## src/rtl/rdv_pkg.sv

```systemverilog
package rdv_pkg;

  localparam int SLOT_COUNT = 24;
  localparam int HART_COUNT = 32;

  // address bits for the slot store, at least one
  localparam int SLOT_AW = (SLOT_COUNT > 1) ? $clog2(SLOT_COUNT) : 1;

  localparam logic [1:0] OP_WAIT       = 2'd0;
  localparam logic [1:0] OP_NOTIFY     = 2'd1;
  localparam logic [1:0] OP_NOTIFY_OWN = 2'd2;

  localparam logic [1:0] OUT_PARKED   = 2'd0;
  localparam logic [1:0] OUT_RELEASED = 2'd1;
  localparam logic [1:0] OUT_ERROR    = 2'd2;

  typedef enum logic [1:0] {
    ROLE_EMPTY    = 2'd0,
    ROLE_WAITER   = 2'd1,
    ROLE_NOTIFIER = 2'd2
  } rdv_role_t;

  typedef struct packed {
    rdv_role_t  role;
    logic [4:0] hart;
  } rdv_entry_t;

  typedef struct packed {
    logic               en;
    logic [SLOT_AW-1:0] addr;
    rdv_entry_t         data;
  } rdv_wr_t;

  typedef enum logic {
    ST_IDLE,
    ST_EXEC
  } rdv_state_t;

endpackage

```

## src/rtl/rdv_slot_ram.sv

```systemverilog
module rdv_slot_ram (
  input  logic                       clk,
  input  logic                       rst,
  input  logic                       rd_en,
  input  logic [rdv_pkg::SLOT_AW-1:0] rd_addr,
  output rdv_pkg::rdv_entry_t        rd_data,
  input  rdv_pkg::rdv_wr_t           wr
);
  import rdv_pkg::*;

  rdv_entry_t              mem [SLOT_COUNT];
  logic [SLOT_COUNT-1:0]   vld;
  rdv_entry_t              rd_q;
  logic                    rd_vld;

  always_ff @(posedge clk) begin
    if (wr.en) begin
      mem[wr.addr] <= wr.data;
    end
    if (rd_en) begin
      rd_q <= mem[rd_addr];
    end
  end

  // a slot never written since reset reads as empty
  always_ff @(posedge clk) begin
    if (rst) begin
      vld    <= '0;
      rd_vld <= 1'b0;
    end else begin
      if (wr.en) begin
        vld[wr.addr] <= 1'b1;
      end
      if (rd_en) begin
        rd_vld <= vld[rd_addr];
      end
    end
  end

  assign rd_data = rd_vld ? rd_q : '0;

endmodule

```

## src/rtl/rendezvous_slot_table.sv

```systemverilog
// channel   ports                                    handshake
// request   opcode, slot_index, requester_id         start & !busy
// result    outcome, partner_id                      done, one cycle, no stall
//
// each request runs as follows: the accept edge reads the slot store, the
// next edge checks the role, writes the slot back and registers the result.
// busy is high for the one cycle between, so no new word enters while one is in
// work; the registered read of the slot store sets it.
// done is high for the cycle right after the busy cycle; no stall possible.
// synchronous reset empties every slot at once through per-slot valid flags.
module rendezvous_slot_table (
  input  logic       clk,
  input  logic       rst,
  input  logic       start,
  output logic       busy,
  input  logic [1:0] opcode,
  input  logic [4:0] slot_index,
  input  logic [4:0] requester_id,
  output logic       done,
  output logic [1:0] outcome,
  output logic [4:0] partner_id
);
  import rdv_pkg::*;

  rdv_state_t         state, state_next;
  logic               accept;
  logic [4:0]         slot_sel;
  logic               bad_req;
  logic               rd_en;
  rdv_entry_t         rd_data;
  rdv_wr_t            wr;

  logic               req_err;
  rdv_role_t          req_role;
  logic [4:0]         req_hart;
  logic [SLOT_AW-1:0] req_addr;

  logic               res_done;
  logic [1:0]         res_outcome;
  logic [4:0]         res_partner;

  assign accept   = start && !busy;
  assign slot_sel = (opcode == OP_NOTIFY_OWN) ? requester_id : slot_index;
  assign bad_req  = (opcode != OP_WAIT && opcode != OP_NOTIFY && opcode != OP_NOTIFY_OWN)
                 || (int'(requester_id) >= HART_COUNT)
                 || (int'(slot_sel) >= SLOT_COUNT);
  assign rd_en    = accept && !bad_req;

  always_comb begin
    state_next = state;
    case (state)
      ST_IDLE: if (accept) state_next = ST_EXEC;
      ST_EXEC: state_next = ST_IDLE;
      default: state_next = ST_IDLE;
    endcase
  end

  always_comb begin
    busy = 1'b0;
    case (state)
      ST_IDLE: busy = 1'b0;
      ST_EXEC: busy = 1'b1;
      default: busy = 1'b0;
    endcase
  end

  always_ff @(posedge clk) begin
    if (rst) begin
      state <= ST_IDLE;
    end else begin
      state <= state_next;
    end
  end

  always_ff @(posedge clk) begin
    if (accept) begin
      req_err  <= bad_req;
      req_role <= (opcode == OP_WAIT) ? ROLE_WAITER : ROLE_NOTIFIER;
      req_hart <= requester_id;
      req_addr <= slot_sel[SLOT_AW-1:0];
    end
  end

  rdv_slot_ram u_ram (
    .clk     (clk),
    .rst     (rst),
    .rd_en   (rd_en),
    .rd_addr (slot_sel[SLOT_AW-1:0]),
    .rd_data (rd_data),
    .wr      (wr)
  );

  // role check on the slot just read, and the write back
  always_comb begin
    wr.en       = 1'b0;
    wr.addr     = req_addr;
    wr.data     = '0;
    res_outcome = OUT_ERROR;
    res_partner = '0;
    if (busy && !req_err) begin
      if (rd_data.role == ROLE_EMPTY) begin
        wr.en        = 1'b1;
        wr.data.role = req_role;
        wr.data.hart = req_hart;
        res_outcome  = OUT_PARKED;
      end else if (rd_data.role != req_role) begin
        wr.en       = 1'b1;
        res_outcome = OUT_RELEASED;
        res_partner = rd_data.hart;
      end
    end
  end

  assign res_done = busy;

  always_ff @(posedge clk) begin
    if (rst) begin
      done <= 1'b0;
    end else begin
      done <= res_done;
    end
  end

  always_ff @(posedge clk) begin
    if (res_done) begin
      outcome    <= res_outcome;
      partner_id <= res_partner;
    end
  end

endmodule

```

## config.mk

```make
export PLATFORM = sky130hd
export DESIGN_NAME = rendezvous_slot_table
export DESIGN_NICKNAME = d
export VERILOG_FILES = /design/src/rtl/rdv_pkg.sv /design/src/rtl/rdv_slot_ram.sv /design/src/rtl/rendezvous_slot_table.sv
export SDC_FILE = /design/constraint.sdc
export NUM_CORES = 1
export LEC_CHECK = 0
export BUFFER_PORTS_ARGS = -buffer_cell sky130_fd_sc_hd__buf_2
export CAP_MARGIN = 20
export CORE_MARGIN = 4
export CORE_UTILIZATION = 38
export CTS_CLUSTER_DIAMETER = 200
export DETAILED_ROUTE_END_ITERATION = 7
export SYNTH_ARGS = -nofsm -noshare
export SYNTH_HDL_FRONTEND = slang
export SYNTH_SLANG_ARGS = --single-unit
```

## constraint.sdc

```tcl
create_clock -name clk -period 2.2 [get_ports clk]
set_clock_uncertainty 0.1 [all_clocks]
set_input_delay 0.33 -clock clk [delete_from_list [all_inputs] [get_ports clk]]
set_output_delay 0.33 -clock clk [all_outputs]
set_load 0.01 [all_outputs]
```

==> summary.md, run 1 <==
| Metric | Value |
|---|---|
| First-pass GRT wire length | `31280 µm` |
| Number of synthesis warnings | `0` |
| WP data required | `2.31 ns` |
| Net Count, Synth | `573` |
| Area Growth Syn to Fin | `21.52%` |
| Ant diodes | `0` |
| Commonest non-fill, non-tap cell in the layout | `edfxtp_1` |
| Die X | `162.4 µm` |
| Status | `finished clean` |
| Final worst setup slack | `0.08513 ns` |
| Combinational power share | `7.1%` |
| Synth Instances | `558` |
| Port Buffers | `23` |
| Max-Slew Margin vs Limit | `57.45%` |
| Overall die height | `162.4 µm` |
| EDFF count, synth | `195` |
| Dpl hpwl | `13820 µm` |
| Core Area | `0.02347 mm²` |
| Clk Tree Root Cell | `clkbuf_16` |
| Main flop type after synthesis | `edfxtp_1` |
| RSZ-0062 raised after global routing | `false` |
| TritonCTS buffer count | `23` |
| Deepest clock path buffer count | `3` |
| Sequential power share | `50.4%` |
| Reg2reg end | `u_ram.mem[17][2]` |
| Area of placed instances | `0.01015 mm²` |
| Fmax achieved | `472.8 MHz` |
| Worst slew pin tran | `0.6369 ns` |
| Final hold violation count | `0` |
| Max_cap viols | `0` |
| FILL cells | `2000` |
| Total GRT Usage | `15.45%` |
| Via count | `5181` |
| Final period util | `96.13%` |
| Largest net degree at the start of global routing | `28` |
| Register Area | `0.006396 mm²` |
| Switching share of power | `20.88%` |
| Clock Sinks | `222` |
| CTS tree | `done` |
| Worst-path clk slew | `0.06 ns` |
| Syn Area/Cell | `16.23 µm²` |
| R2R Setup Slk | `0.09 ns` |
| CP Launch Point | `u_ram.rd_q[5]` |
| Num rows | `56` |
| Yosys cell types | `46` |
| WS Path Type | `register to register` |
| Final Max Tran Viols | `0` |
| Tot Pwr | `0.009215 W` |
| Drt drc | `0` |
| Internal power | `0.007291 W` |
| Initial Utilization | `38.57%` |
| CP max FO | `7` |
| DIE AREA | `0.02636 mm²` |
| Clk Latency, worst-skew pair | `0.52 ns` |
| Clock power share | `42.5%` |
| CP endpoint | `u_ram.mem[17][2]` |
| Vias in the first global route | `5414` |
| Worst r2r src | `u_ram.rd_q[5]` |
| Cell Area, Synth | `0.009054 mm²` |
| GPL Wtd Cong | `0.8427` |
| Final nets | `686` |
| Drt pass-1 iters | `5` |
| Most frequent cells in the layout | `edfxtp_1, mux2i_1, buf_4` |
| Final wirelength | `20380 µm` |
| Routed len/inst | `20.23 µm` |
| Psw | `0.001924 W` |
| Final Critical Period | `2.115 ns` |
| Worst min-delay path class | `input pin to register` |
| Max VDD drop | `0.5766 mV` |
| Pre-CTS WS | `-0.4913 ns` |
| H-tree depth | `1` |
| Final setup fails | `0` |
| Crit path DAT | `2.22 ns` |
| Grt ovf | `0` |
| Pwr/cell area | `837.6 mW/mm²` |
| Starting DRT DRC Count | `418` |
| Fin area | `0.01100 mm²` |
| Worst Reg-to-Reg Cells | `7` |
| Crit. End Element | `register` |
| Final hold slack | `0.03956 ns` |
| Via density | `5.145` |
| Initial antenna violation count | `0` |
| Final ANT Viol Nets | `0` |
| FFs w/ async S/R, synth | `0%` |
| Nature of the critical path startpoint | `register` |
| Seq cells post-synth | `222` |
| Multi-input logic area | `0.002499 mm²` |
| Pleak | `3.874 nW` |
| Seq/Total Area, Yosys | `70.65%` |
| Number of I/O pins | `24` |
| Ratio of cells with drive above 1 in the final layout | `26.89%` |
## critical path: stages (launching register included)
cell,delay [ns]
edfxtp_1,0.47
xor2_1,0.18
o22ai_1,0.12
a21oi_2,0.19
nor2b_2,0.23
nand2_2,0.15
nor2_1,0.19
buf_4,0.20
## synth_stat cells, types with 9 or more instances
cell	number	share of area [%]
and2_1	11	0.76
mux4_2	17	4.2
mux2i_1	92	10
edfxtp_1	195	65
mux2_2	9	1.1
a21oi_1	26	1.4
dfxtp_1	27	6.0
nor2_1	54	2.2
inv_1	9	0.37
clkbuf_1	10	0.41
nand2_1	15	0.62
## metal layers
layer  up-vias  track usage, %  routed length [µm]
met5         -               0                   0
met4         0           4.767                 621
met3        43           3.063                1161
met2       150           25.65                9635
met1      2592           20.67                8956
li1       2396               -                   -
## per-stage QoR
step                cells  util [%]  setup TNS [ns]
finish               1007     46.87               0
CTS                  1006     46.73               0
detailed placement    959     43.23          -5.193
global route         1007     46.87               0
global placement      959     43.23          -2.688
floorplan             558         -         -0.6483
## layout make-up
class	instances	area share [%]
Clock inverter	17	1.660
Multi-Input combinational cell	301	22.71
Sequential cell	222	58.14
Inverter	11	0.3753
Clock buffer	25	5.300
Tap cell	319	3.628
Timing Repair Buffer	112	8.188
## state kept, by name, indices dropped and copies added, names as in the netlist
| name | cells |
|---|---|
| done | 1 |
| outcome | 2 |
| partner_id | 5 |
| req_addr | 5 |
| req_err | 1 |
| req_hart | 5 |
| req_role | 2 |
| state | 1 |
| u_ram.mem | 168 |
| u_ram.rd_q | 7 |
| u_ram.rd_vld | 1 |
| u_ram.vld | 24 |
## power groups by stage
| stage | logic [W] | registers, W | clock network, W |
|---|---|---|---|
| 6_report | 0.000652 | 0.00464 | 0.00392 |
| 5_1_grt | 0.000698 | 0.00465 | 0.00417 |
| 4_1_cts | 0.000653 | 0.00464 | 0.00401 |
| 3_5_place_dp | 0.000642 | 0.00473 | 0 |
| 3_3_place_gp | 0.000627 | 0.00473 | 0 |
| 2_1_floorplan | 0.000379 | 0.00472 | 0 |
## kinds of logic (layout without fill, tap and decap cells)
group	Yosys count	in the layout	share of synthesized area, %
DFF	222	222	70.65
muxes	119	119	15.67
and+or+nand+nor	114	114	6.329
AOI/OAI and AO/OA	67	67	4.920
buffers and inverters	35	165	2.335
xor gates and xnor gates	1	1	0.09676
## worst min-delay path by stage
stage | slack [ns] | start | depth (start not counted) | end
after floorplan | 0.33 | requester_id[0] | 0 | req_hart[0]
after global placement | 0.35 | u_ram.vld[3] | 2 | u_ram.vld[3]
after detailed placement | 0.36 | u_ram.vld[20] | 2 | u_ram.vld[20]
after CTS | 0.02 | requester_id[0] | 2 | req_hart[0]
after global routing | 0.04 | requester_id[0] | 2 | req_hart[0]
final | 0.04 | requester_id[0] | 2 | req_hart[0]
## what timing repair did
action | 4_1_cts | 5_1_grt
gates resized for setup | 2 | 8
endpoints found under the setup margin | 69 | 141
pin swaps | 0 | 3
hold endpoints to repair | 4 | 0
hold buffers | 4 | 0
buffers inserted | 1 | 1
Note: power is estimated with default switching activity, not from simulation.
==> run 2, diff against run 1 <==
--- a/config.mk
+++ b/config.mk
@@ -11,6 +11,7 @@
 export CORE_UTILIZATION = 38
 export CTS_CLUSTER_DIAMETER = 200
 export DETAILED_ROUTE_END_ITERATION = 7
+export SKIP_LAST_GASP = 1
 export SYNTH_ARGS = -nofsm -noshare
 export SYNTH_HDL_FRONTEND = slang
 export SYNTH_SLANG_ARGS = --single-unit
==> constraint.sdc (replaced) <==
create_clock -name clk -period 2.04 [get_ports clk]
set_clock_uncertainty 0.1 [all_clocks]
set_input_delay 0.306 -clock clk [delete_from_list [all_inputs] [get_ports clk]]
set_output_delay 0.306 -clock clk [all_outputs]
set_load 0.01 [all_outputs]
==> run 2 against run 1 <==
The run now ends with setup timing left. Largest cell class unchanged. First-iteration DRC count is 1.9% higher. Cell area up 2.4%. Register-to-register slack got worse by 0.09 ns. Critical path type unchanged. Sequential power grew 8.0%. Worst hold slack got worse by 0.0022 ns. Via count fell by 0.44%.
==> summary.md, run 2 (synthesis results as in run 1) <==
| Metric | Value |
|---|---|
| Max-Slew Margin vs Limit | `48.22%` |
| Ratio of cells with drive above 1 in the final layout | `29.52%` |
| Most frequent cells in the layout | `edfxtp_1, mux2i_1, buf_4` |
| Final period util | `100.4%` |
| Final ANT Viol Nets | `0` |
| Reg2reg end | `u_ram.mem[13][2]` |
| Switching share of power | `21.30%` |
| Overall die height | `162.4 µm` |
| Internal power | `0.007481 W` |
| Starting DRT DRC Count | `426` |
| Multi-input logic area | `0.002695 mm²` |
| Drt pass-1 iters | `6` |
| Num rows | `56` |
| WS Path Type | `register to register` |
| Vias in the first global route | `5190` |
| Fin area | `0.01127 mm²` |
| Final Critical Period | `2.048 ns` |
| Worst slew pin tran | `0.7721 ns` |
| Hold Path End | `req_hart[0]` |
| Total GRT Usage | `15.26%` |
| Hold path start | `requester_id[0]` |
| Grt ovf | `0` |
| Clk Latency, worst-skew pair | `0.50 ns` |
| Via density | `5.158` |
| Top Registers | `u_ram.mem x168, u_ram.vld x24, u_ram.rd_q x7` |
| Reg with most FFs | `u_ram.mem` |
| Tot Pwr | `0.009506 W` |
| Nature of the critical path startpoint | `register` |
| Commonest non-fill, non-tap cell in the layout | `edfxtp_1` |
| Register Area | `0.006396 mm²` |
| Crit path DAT | `2.15 ns` |
| Initial antenna violation count | `0` |
| Area of placed instances | `0.01028 mm²` |
| Final worst setup slack | `-0.008152 ns` |
| DIE AREA | `0.02636 mm²` |
| Max VDD drop | `0.4792 mV` |
| First-pass GRT wire length | `30850 µm` |
| Combinational power share | `7.5%` |
| Pleak | `3.881 nW` |
| CTS tree | `done` |
| GPL Wtd Cong | `0.8304` |
| Sequential power share | `52.7%` |
| WP data required | `2.14 ns` |
| Fmax achieved | `488.2 MHz` |
| TritonCTS buffer count | `23` |
| Status | `finished with violations` |
| Clk Tree Root Cell | `clkbuf_16` |
| Pwr/cell area | `843.4 mW/mm²` |
| Hold path cells | `2` |
| Final hold slack | `0.03732 ns` |
| Clock power share | `39.8%` |
| Die X | `162.4 µm` |
| Dpl hpwl | `13750 µm` |
| Initial Utilization | `38.57%` |
| Drt drc | `0` |
| CP max FO | `7` |
| Crit. End Element | `register` |
| Port Buffers | `23` |
| Number of I/O pins | `24` |
| Worst r2r src | `u_ram.rd_q[5]` |
| Failing checks | `setup timing` |
| RSZ-0062 raised after global routing | `true` |
| Via count | `5158` |
| Final nets | `681` |
| R2R Setup Slk | `-0.008 ns` |
| H-tree depth | `1` |
| Number of flip-flops in the largest register | `168` |
| Worst min-delay path class | `input pin to register` |
| FILL cells | `1964` |
| Finished Layout Cells | `1000` |
| Final setup fails | `27` |
| Largest net degree at the start of global routing | `28` |
| Worst-path clk slew | `0.06 ns` |
| Final hold violation count | `0` |
| Area Growth Syn to Fin | `24.49%` |
| Routed len/inst | `20.19 µm` |
| Final Max Tran Viols | `0` |
| Psw | `0.002025 W` |
| Worst Reg-to-Reg Cells | `8` |
| Max_cap viols | `0` |
| Clock Sinks | `222` |
| Deepest clock path buffer count | `3` |
| Placed instance count | `951` |
| Ant diodes | `0` |
| Final wirelength | `20190 µm` |
| Core Area | `0.02347 mm²` |
==> run 2: layout make-up <==
type / count / share of cell area, %
Clock buffer: 28 / 5.273
Timing Repair Buffer: 107 / 9.447
Multi-Input combinational cell: 301 / 23.91
Inverter: 11 / 0.3663
Clock inverter: 12 / 0.7105
Sequential cell: 222 / 56.75
Tap cell: 319 / 3.541
==> run 2: metal layers <==
| layer | vias to the layer above | track usage [%] | part of all wire (%) |
|---|---|---|---|
| met4 | 0 | 4.229 | 2.1 |
| li1 | 2376 | - | - |
| met3 | 34 | 1.999 | 5.0 |
| met1 | 2593 | 20.36 | 43 |
| met5 | - | 0 | 0 |
| met2 | 155 | 26.41 | 50 |
==> run 2: timing repair <==
item                                   in CTS  in global routing
gates resized for setup                    20                 34
pin swaps                                   5                 12
setup endpoints to repair                 175                307
buffers inserted                            5                  0
endpoints found under the hold margin       4                  0
gates cloned                                0                  0
hold buffers                                4                  0
==> run 2: power by group through the flow <==
stage	Clock, W	Sequential (W)	Combinational (W)
after global placement	0	0.00510	0.000664
after floorplan	0	0.00509	0.000419
final	0.00379	0.00501	0.000713
after global routing	0.00406	0.00501	0.000759
after detailed placement	0	0.00510	0.000676
after CTS	0.00387	0.00500	0.000700
==> run 2: critical path, cell delays in order, from the launching register on <==
cell and delay (ns):
edfxtp_1 0.47, buf_6 0.16, nand3b_1 0.09, o22ai_2 0.09, a21oi_2 0.15, nor2b_4 0.22, nand2_4 0.15, nor2_1 0.13
buf_4 0.19
==> run 2: per-stage QoR <==
step	setup WS (ns)	TNS, ns	utilization (%)
final	-0.008152	-0.1502	48.02
after global routing	-0.1285	-12.68	48.02
after CTS	-0.08304	-8.065	47.39
after detailed placement	-0.5088	-25.52	43.78
after global placement	-0.5008	-12.42	43.78
after floorplan	-0.1735	-23.38	-
==> run 2: worst max-delay path by stage <==
stage / from / endpoint / depth (start not counted)
6_report: u_ram.rd_q[5] / u_ram.mem[13][2] / 8
3_5_place_dp: opcode[0] / u_ram.rd_q[6] / 8
3_3_place_gp: opcode[1] / u_ram.rd_q[6] / 8
5_1_grt: u_ram.rd_q[5] / u_ram.mem[13][3] / 8
4_1_cts: u_ram.rd_q[5] / u_ram.mem[2][0] / 7
2_1_floorplan: state / u_ram.mem[0][5] / 2
